`config.mk`:
```
export PLATFORM = sky130hd
export DESIGN_NAME = circular_list_cursor_engine
export DESIGN_NICKNAME = d
export VERILOG_FILES = /design/src/rtl/clce_pkg.sv /design/src/rtl/circular_list_cursor_engine.sv /design/src/rtl/clce_free_find.sv /design/src/rtl/clce_value_store.sv /design/src/rtl/clce_list_core.sv
export SDC_FILE = /design/constraint.sdc
export NUM_CORES = 1
export LEC_CHECK = 0
export BUFFER_PORTS_ARGS = -buffer_cell sky130_fd_sc_hd__buf_2
export CAP_MARGIN = 40
export CORE_MARGIN = 8
export CORE_UTILIZATION = 59
export DETAILED_ROUTE_END_ITERATION = 8
export PLACE_DENSITY = 0.8
export SKIP_CTS_REPAIR_TIMING = 1
export SYNTH_ARGS = -nofsm -noshare
export SYNTH_HDL_FRONTEND = slang
export SYNTH_SLANG_ARGS = --single-unit
```
`constraint.sdc`:
```
create_clock -name i_clk -period 6.41 [get_ports i_clk]
set_input_delay 0.641 -clock i_clk [delete_from_list [all_inputs] [get_ports i_clk]]
set_output_delay 0.641 -clock i_clk [all_outputs]
set_load 0.01 [all_outputs]
```
`src/rtl/clce_pkg.sv`:
```
// shared types and constants for the list cursor engine
// no dependencies
`timescale 1ns / 1ps

package clce_pkg;

    localparam int unsigned VALUE_W       = 32;
    localparam int unsigned COUNT_FIELD_W = 5;

    typedef enum logic [2:0] {
        OP_APPEND = 3'd0,
        OP_DELETE = 3'd1,
        OP_WRITE  = 3'd2,
        OP_READ   = 3'd3,
        OP_NEXT   = 3'd4,
        OP_BACK   = 3'd5,
        OP_FIRST  = 3'd6,
        OP_LAST   = 3'd7
    } t_op;

    typedef enum logic [1:0] {
        ST_DONE  = 2'd0,
        ST_EMPTY = 2'd1,
        ST_FULL  = 2'd2
    } t_status;

    typedef struct packed {
        t_op                        operation;
        logic signed [VALUE_W-1:0]  write_value;
    } t_in_beat;

    typedef struct packed {
        logic signed [VALUE_W-1:0]  read_value;
        t_status                    status;
        logic [COUNT_FIELD_W-1:0]   node_count;
    } t_out_beat;

    typedef struct packed {
        logic we;
        logic zero_fill;
    } t_val_ctl;

endpackage

```
`src/rtl/circular_list_cursor_engine.sv`:
```
// top level of the circular list cursor engine: input register, list core, value store,
// result register; depends on clce_pkg, clce_list_core and clce_value_store
//
//   channel   direction   handshake           beat
//   input     in          i_valid / o_stall   i_beat  (t_in_beat)
//   result    out         o_valid / i_stall   o_beat  (t_out_beat)
//
// one beat per cycle sustained unless the result side stalls; from input acceptance to
// result valid: input register, then result register, with the list update between them
// reset clears slot usage, head, tail, cursor, count and both valids; link and value
// storage stay uninitialised and need no clearing pass
// o_stall rises only when both registers hold a beat and the result side stalls
`timescale 1ns / 1ps

module circular_list_cursor_engine
    import clce_pkg::*;
#(
    parameter int POOL_DEPTH = 16
) (
    input  logic      i_clk,
    input  logic      i_rst_n,
    input  logic      i_valid,
    output logic      o_stall,
    input  t_in_beat  i_beat,
    output logic      o_valid,
    input  logic      i_stall,
    output t_out_beat o_beat
);

    localparam int SW = $clog2(POOL_DEPTH);

    logic      r_in_valid;
    t_in_beat  r_in_beat;
    logic      r_out_valid;
    t_out_beat r_out_beat;

    logic                      fire;
    t_out_beat                 result;
    t_val_ctl                  val_ctl;
    logic [SW-1:0]             val_waddr;
    logic [SW-1:0]             val_raddr;
    logic signed [VALUE_W-1:0] cur_value;

    assign fire    = r_in_valid && (!r_out_valid || !i_stall);
    assign o_stall = r_in_valid && !fire;
    assign o_valid = r_out_valid;
    assign o_beat  = r_out_beat;

    clce_list_core #(
        .POOL_DEPTH (POOL_DEPTH)
    ) u_list_core (
        .i_clk       (i_clk),
        .i_rst_n     (i_rst_n),
        .i_fire      (fire),
        .i_beat      (r_in_beat),
        .i_cur_value (cur_value),
        .o_result    (result),
        .o_val_ctl   (val_ctl),
        .o_waddr     (val_waddr),
        .o_raddr     (val_raddr)
    );

    clce_value_store #(
        .POOL_DEPTH (POOL_DEPTH)
    ) u_value_store (
        .i_clk   (i_clk),
        .i_ctl   (val_ctl),
        .i_waddr (val_waddr),
        .i_wdata (r_in_beat.write_value),
        .i_raddr (val_raddr),
        .o_rdata (cur_value)
    );

    always_ff @(posedge i_clk) begin
        if (!i_rst_n) begin
            r_in_valid  <= 1'b0;
            r_out_valid <= 1'b0;
        end else begin
            if (!o_stall) begin
                r_in_valid <= i_valid;
            end
            if (fire) begin
                r_out_valid <= 1'b1;
            end else if (!i_stall) begin
                r_out_valid <= 1'b0;
            end
        end
    end

    always_ff @(posedge i_clk) begin
        if (i_valid && !o_stall) begin
            r_in_beat <= i_beat;
        end
        if (fire) begin
            r_out_beat <= result;
        end
    end

endmodule

```
`src/rtl/clce_free_find.sv`:
```
// lowest free slot finder over the slot-used vector
// depends on nothing but its parameter
`timescale 1ns / 1ps

module clce_free_find #(
    parameter  int POOL_DEPTH = 16,
    localparam int SW         = $clog2(POOL_DEPTH)
) (
    input  logic [POOL_DEPTH-1:0] i_used,
    output logic [SW-1:0]         o_slot,
    output logic                  o_found
);

    always_comb begin
        o_slot  = '0;
        o_found = 1'b0;
        for (int i = POOL_DEPTH - 1; i >= 0; i--) begin
            if (!i_used[i]) begin
                o_slot  = SW'(i);
                o_found = 1'b1;
            end
        end
    end

endmodule

```
`src/rtl/clce_value_store.sv`:
```
// node value memory with a registered read port that follows the cursor
// depends on clce_pkg
`timescale 1ns / 1ps

module clce_value_store
    import clce_pkg::*;
#(
    parameter  int POOL_DEPTH = 16,
    localparam int SW         = $clog2(POOL_DEPTH)
) (
    input  logic                      i_clk,
    input  t_val_ctl                  i_ctl,
    input  logic [SW-1:0]             i_waddr,
    input  logic signed [VALUE_W-1:0] i_wdata,
    input  logic [SW-1:0]             i_raddr,
    output logic signed [VALUE_W-1:0] o_rdata
);

    logic signed [VALUE_W-1:0] r_mem [POOL_DEPTH];
    logic signed [VALUE_W-1:0] r_rdata;
    logic signed [VALUE_W-1:0] n_wdata;

    assign n_wdata = i_ctl.zero_fill ? '0 : i_wdata;
    assign o_rdata = r_rdata;

    always_ff @(posedge i_clk) begin
        if (i_ctl.we) begin
            r_mem[i_waddr] <= n_wdata;
        end
    end

    // write-through so the cursor value is current on the next cycle
    always_ff @(posedge i_clk) begin
        if (i_ctl.we && (i_waddr == i_raddr)) begin
            r_rdata <= n_wdata;
        end else begin
            r_rdata <= r_mem[i_raddr];
        end
    end

endmodule

```
`src/rtl/clce_list_core.sv`:
```
// list state: links, slot usage, head, tail, cursor and count, plus the per-beat update
// depends on clce_pkg and clce_free_find
`timescale 1ns / 1ps

module clce_list_core
    import clce_pkg::*;
#(
    parameter  int POOL_DEPTH = 16,
    localparam int SW         = $clog2(POOL_DEPTH),
    localparam int CW         = $clog2(POOL_DEPTH + 1)
) (
    input  logic                      i_clk,
    input  logic                      i_rst_n,
    input  logic                      i_fire,
    input  t_in_beat                  i_beat,
    input  logic signed [VALUE_W-1:0] i_cur_value,
    output t_out_beat                 o_result,
    output t_val_ctl                  o_val_ctl,
    output logic [SW-1:0]             o_waddr,
    output logic [SW-1:0]             o_raddr
);

    localparam int CXW = (CW > COUNT_FIELD_W) ? CW : COUNT_FIELD_W;

    logic [POOL_DEPTH-1:0] r_used;
    logic [SW-1:0]         r_head;
    logic [SW-1:0]         r_tail;
    logic [SW-1:0]         r_cursor;
    logic [CW-1:0]         r_count;
    logic [SW-1:0]         r_next_link [POOL_DEPTH];
    logic [SW-1:0]         r_prev_link [POOL_DEPTH];

    logic [POOL_DEPTH-1:0] n_used;
    logic [SW-1:0]         n_head;
    logic [SW-1:0]         n_tail;
    logic [SW-1:0]         n_cursor;
    logic [CW-1:0]         n_count;

    logic [SW-1:0]         free_slot;
    logic                  free_found;
    logic [SW-1:0]         nl_c;
    logic [SW-1:0]         pl_c;
    logic                  empty;
    logic                  single;
    logic [CXW-1:0]        count_ext;
    t_status               status;
    logic signed [VALUE_W-1:0] rd_value;
    t_val_ctl              val_ctl;

    // two link write ports per direction
    logic                  nx_we_a, nx_we_b, pv_we_a, pv_we_b;
    logic [SW-1:0]         nx_wa_a, nx_wa_b, pv_wa_a, pv_wa_b;
    logic [SW-1:0]         nx_wd_a, nx_wd_b, pv_wd_a, pv_wd_b;

    clce_free_find #(
        .POOL_DEPTH (POOL_DEPTH)
    ) u_free_find (
        .i_used  (r_used),
        .o_slot  (free_slot),
        .o_found (free_found)
    );

    assign nl_c   = r_next_link[r_cursor];
    assign pl_c   = r_prev_link[r_cursor];
    assign empty  = (r_count == '0);
    assign single = (r_count == CW'(1));

    always_comb begin
        n_used   = r_used;
        n_head   = r_head;
        n_tail   = r_tail;
        n_cursor = r_cursor;
        n_count  = r_count;
        status   = ST_DONE;
        rd_value = '0;
        val_ctl  = '0;
        o_waddr  = r_cursor;
        nx_we_a  = 1'b0;
        nx_we_b  = 1'b0;
        pv_we_a  = 1'b0;
        pv_we_b  = 1'b0;
        nx_wa_a  = free_slot;
        nx_wd_a  = free_slot;
        pv_wa_a  = free_slot;
        pv_wd_a  = free_slot;
        nx_wa_b  = r_tail;
        nx_wd_b  = free_slot;
        pv_wa_b  = r_head;
        pv_wd_b  = free_slot;

        if (i_beat.operation == OP_APPEND) begin
            if (!free_found) begin
                status = ST_FULL;
            end else begin
                n_used[free_slot] = 1'b1;
                val_ctl.we        = 1'b1;
                val_ctl.zero_fill = 1'b1;
                o_waddr           = free_slot;
                n_count           = r_count + CW'(1);
                nx_we_a           = 1'b1;
                pv_we_a           = 1'b1;
                if (empty) begin
                    n_head   = free_slot;
                    n_tail   = free_slot;
                    n_cursor = free_slot;
                end else begin
                    nx_wd_a = r_head;
                    pv_wd_a = r_tail;
                    nx_we_b = 1'b1;
                    pv_we_b = 1'b1;
                    n_tail  = free_slot;
                end
            end
        end else if (empty) begin
            status = ST_EMPTY;
        end else begin
            case (i_beat.operation)
                OP_DELETE: begin
                    n_used[r_cursor] = 1'b0;
                    if (single) begin
                        n_head   = '0;
                        n_tail   = '0;
                        n_cursor = '0;
                        n_count  = '0;
                    end else begin
                        nx_we_a = 1'b1;
                        nx_wa_a = pl_c;
                        nx_wd_a = nl_c;
                        pv_we_a = 1'b1;
                        pv_wa_a = nl_c;
                        pv_wd_a = pl_c;
                        if (r_head == r_cursor) begin
                            n_head = nl_c;
                        end
                        if (r_tail == r_cursor) begin
                            n_tail = pl_c;
                        end
                        n_cursor = pl_c;
                        n_count  = r_count - CW'(1);
                    end
                end
                OP_WRITE: begin
                    val_ctl.we = 1'b1;
                end
                OP_READ: begin
                    rd_value = i_cur_value;
                end
                OP_NEXT: begin
                    n_cursor = nl_c;
                end
                OP_BACK: begin
                    n_cursor = pl_c;
                end
                OP_FIRST: begin
                    n_cursor = r_head;
                end
                OP_LAST: begin
                    n_cursor = r_tail;
                end
                default: begin
                    n_cursor = r_cursor;
                end
            endcase
        end
    end

    assign count_ext           = CXW'(n_count);
    assign o_result.read_value = rd_value;
    assign o_result.status     = status;
    assign o_result.node_count = count_ext[COUNT_FIELD_W-1:0];
    assign o_val_ctl.we        = val_ctl.we & i_fire;
    assign o_val_ctl.zero_fill = val_ctl.zero_fill;
    assign o_raddr             = i_fire ? n_cursor : r_cursor;

    always_ff @(posedge i_clk) begin
        if (!i_rst_n) begin
            r_used   <= '0;
            r_head   <= '0;
            r_tail   <= '0;
            r_cursor <= '0;
            r_count  <= '0;
        end else if (i_fire) begin
            r_used   <= n_used;
            r_head   <= n_head;
            r_tail   <= n_tail;
            r_cursor <= n_cursor;
            r_count  <= n_count;
        end
    end

    always_ff @(posedge i_clk) begin
        if (i_fire) begin
            if (nx_we_a) begin
                r_next_link[nx_wa_a] <= nx_wd_a;
            end
            if (nx_we_b) begin
                r_next_link[nx_wa_b] <= nx_wd_b;
            end
            if (pv_we_a) begin
                r_prev_link[pv_wa_a] <= pv_wd_a;
            end
            if (pv_we_b) begin
                r_prev_link[pv_wa_b] <= pv_wd_b;
            end
        end
    end

endmodule

```
==> impl_metrics.json <==
{
  "status": "completed",
  "synth_top_family_by_area": "multiplexers",
  "core-area_sq_mm": 0.0537,
  "worstHoldPathCells": 1,
  "synth.distinct_cells": 84,
  "drtPass1Iterations": 6,
  "synth_top_cell_by_area": "edfxtp_1",
  "routed_wl_um": 81400,
  "fin_util_pct": 66.5,
  "dr_total_vias": 18500,
  "setup_tns_ns": 0,
  "synth_adder_area_share_pct": 0.117,
  "synth_ff_type": "edfxtp_1",
  "antenna_found_initial": 0,
  "drtAntennaViolNets": 0,
  "grt.total_usage_pct": 25.9,
  "drive_gt1_share_pct": 24.3,
  "ys_seq_area_share_pct": 69.5,
  "grt_pass1_wl_um": 121000,
  "switching_power_uw": 2140,
  "dp_hpwl_um": 47800,
  "cap_violations": 0,
  "slew_violations": 0,
  "antenna_cells": 0,
  "hold_end": "r_in_beat[30]",
  "p_seq_share_pct": 54.2,
  "root_buffer": "clkbuf_16",
  "first_iter_violations": 2459,
  "cts_buffers": 74,
  "syn_nets": 1882,
  "syn_area_sq_mm": 0.0320,
  "yosysTopAreaCellShare_pct": 67.1,
  "r2r_end": "u_value_store.r_mem[14][6]",
  "p_clk_share_pct": 41.8,
  "p_comb_share_pct": 4.0,
  "grt_max_degree": 129,
  "setup_viol": 0,
  "yosys.area_share.simple_pct": 6.58,
  "yosys_warnings": 0,
  "synth_edf_count": 714,
  "clock-sinks": 753,
  "final_common_cell": "edfxtp_1",
  "path_clk_slew_ns": 0.06,
  "worstSkewPairLatency_ns": 0.63,
  "place_ws_ns": 2.28,
  "skew_ns": 0.0264,
  "hold_viol": 0,
  "power.share.switching_pct": 21.3,
  "synth-seq-cells": 753,
  "rsz0062_at_grt": "no",
  "timing.fmax_mhz": 247,
  "synth_xor_area_share_pct": 0.219,
  "viasPerCell": 6.93,
  "fin_crit_sh_pct": 63.2,
  "fin_ws_ns": 2.36,
  "die-area_sq_mm": 0.0619,
  "ios": 80,
  "die_x_um": 249,
  "crit_fanout": 38,
  "power_density_mw_per_mm2": 281,
  "wl_per_cell_um": 30.5,
  "ir_drop_mv": 0.243,
  "endpoint_kind": "flop",
  "grt_pass1_vias": 18600,
  "muxShareOfSynthArea_pct": 16.2,
  "p_leak_uw": 0.0111,
  "final_cell_mix": "edfxtp_1 (714), mux4_2 (191), nand2_1 (119)",
  "cts_buffer_depth": 3,
  "area_delta_synth_final_pct": 11.7,
  "intPower_uw": 7900,
  "drcViolationCount": 0,
  "chipHeight_um": 249,
  "rr_worst_depth": 8,
  "min_path_type": "input port to flop",
  "arrival_ns": 4.33,
  "htreeDepth": 3,
  "overflow": 0,
  "reg2reg_from": "r_in_beat[33]",
  "holdWs_ns": 0.191,
  "tightest_slew_ns": 1.10,
  "synthTopCellsByArea": "edfxtp_1 (67%), mux4_2 (13%), mux2i_1 (2.6%)",
  "synthArstFlopShare_pct": 0,
  "cts_tree": "built",
  "path_class": "flop to flop",
  "start_util_pct": 59.5,
  "avgSynthCellArea_sq_um": 17.4,
  "crit_path_start_kind": "flop",
  "finalCriticalPeriod_ns": 4.05,
  "slew_headroom_pct": 27.0,
  "nets": 1962,
  "io_buffers": 79,
  "reg2reg_slack_ns": 2.36,
  "min_from": "i_beat[30]",
  "required_ns": 6.69,
  "place.gp.congestion": 0.898,
  "num_rows": 85,
  "syn-instance-count": 1840,
  "synth-compound-area-share_pct": 5.53
}
-- critical path, cell delays in order, from the launching register on --
cell and delay, ns:
edfxtp_1 0.65, nor3_4 0.67, o41ai_2 0.18, buf_4 0.33, nor2_1 0.28, o21ai_0 0.31
buf_2 0.27, nor2_4 0.59, buf_4 0.41
-- metrics by stage --
stage	cells	power, uW	cell area [sq um]
detailed placement	2539	5930	33400
floorplan	1840	5800	32000
CTS	2671	10100	35700
finish	2672	10000	35700
global placement	2520	5920	33000
global route	2672	10300	35700
-- registers in the layout, summed over array words and instances (netlist names), named ones only --
name	count
o_beat	39
o_valid	1
r_in_beat	35
r_in_valid	1
u_list_core.nx_wa_b	4
u_list_core.pv_wa_b	4
u_list_core.r_count	5
u_list_core.r_cursor	4
u_list_core.r_next_link	64
u_list_core.r_prev_link	64
u_list_core.r_used	16
u_value_store.r_mem	512
-- per-layer routing --
metal	share of wire [%]	global-route usage, %
met1	38	34.6
met2	49	42.9
met3	10	5.30
met4	3.0	7.92
met5	0.054	0.555
-- synthesized netlist by cell type, types with 8 or more instances --
cell type,count
buf_1,16
nor2b_1,53
o21ai_0,69
a21oi_1,31
mux2i_1,83
dfxtp_1,39
buf_2,33
o22ai_1,20
inv_1,9
nand3_1,32
o21ai_1,30
clkbuf_1,59
nand4_1,10
nor3_1,8
nor2_1,81
and2_1,40
mux4_2,191
edfxtp_1,714
a21boi_0,16
nand2_1,119
o21a_1,8
a22oi_1,13
nand2b_1,14
-- area by class of cell --
cell class | instances | area [sq um]
repair buffers | 123 | 958
flip-flops and latches | 753 | 22200
multi-input cells | 959 | 9310
fillers | 3365 | 18000
clock buffers | 92 | 1940
well taps | 696 | 871
clock inverters | 40 | 352
inverters | 9 | 33.8
-- worst max path at each step --
| stage | slack, ns | start | to |
|---|---|---|---|
| after floorplan | 2.91 | r_in_beat[33] | u_value_store.r_mem[0][0] |
| after global placement | 2.42 | i_stall | u_value_store.r_mem[12][17] |
| after detailed placement | 2.28 | i_stall | u_value_store.r_mem[14][1] |
| after CTS | 2.32 | r_in_beat[33] | u_value_store.r_mem[14][7] |
| after global routing | 2.15 | r_in_beat[33] | u_value_store.r_mem[14][4] |
| final | 2.36 | r_in_beat[33] | u_value_store.r_mem[14][6] |
-- power by group through the flow --
stage	clock network (uW)	registers (uW)	logic (uW)
5_1_grt	4410	5440	421
6_report	4200	5440	398
4_1_cts	4230	5440	394
2_1_floorplan	0	5530	270
3_3_place_gp	0	5550	368
3_5_place_dp	0	5550	386
-- logic make-up after synthesis --
| kind of cell | after synthesis |
|---|---|
| compound gates | 266 |
| xor+xnor | 8 |
| fa+ha+maj | 3 |
| buf+inv | 128 |
| flops | 753 |
| mux | 278 |
| simple gates | 404 |
No activity file was read; power rests on OpenSTA's default activity.
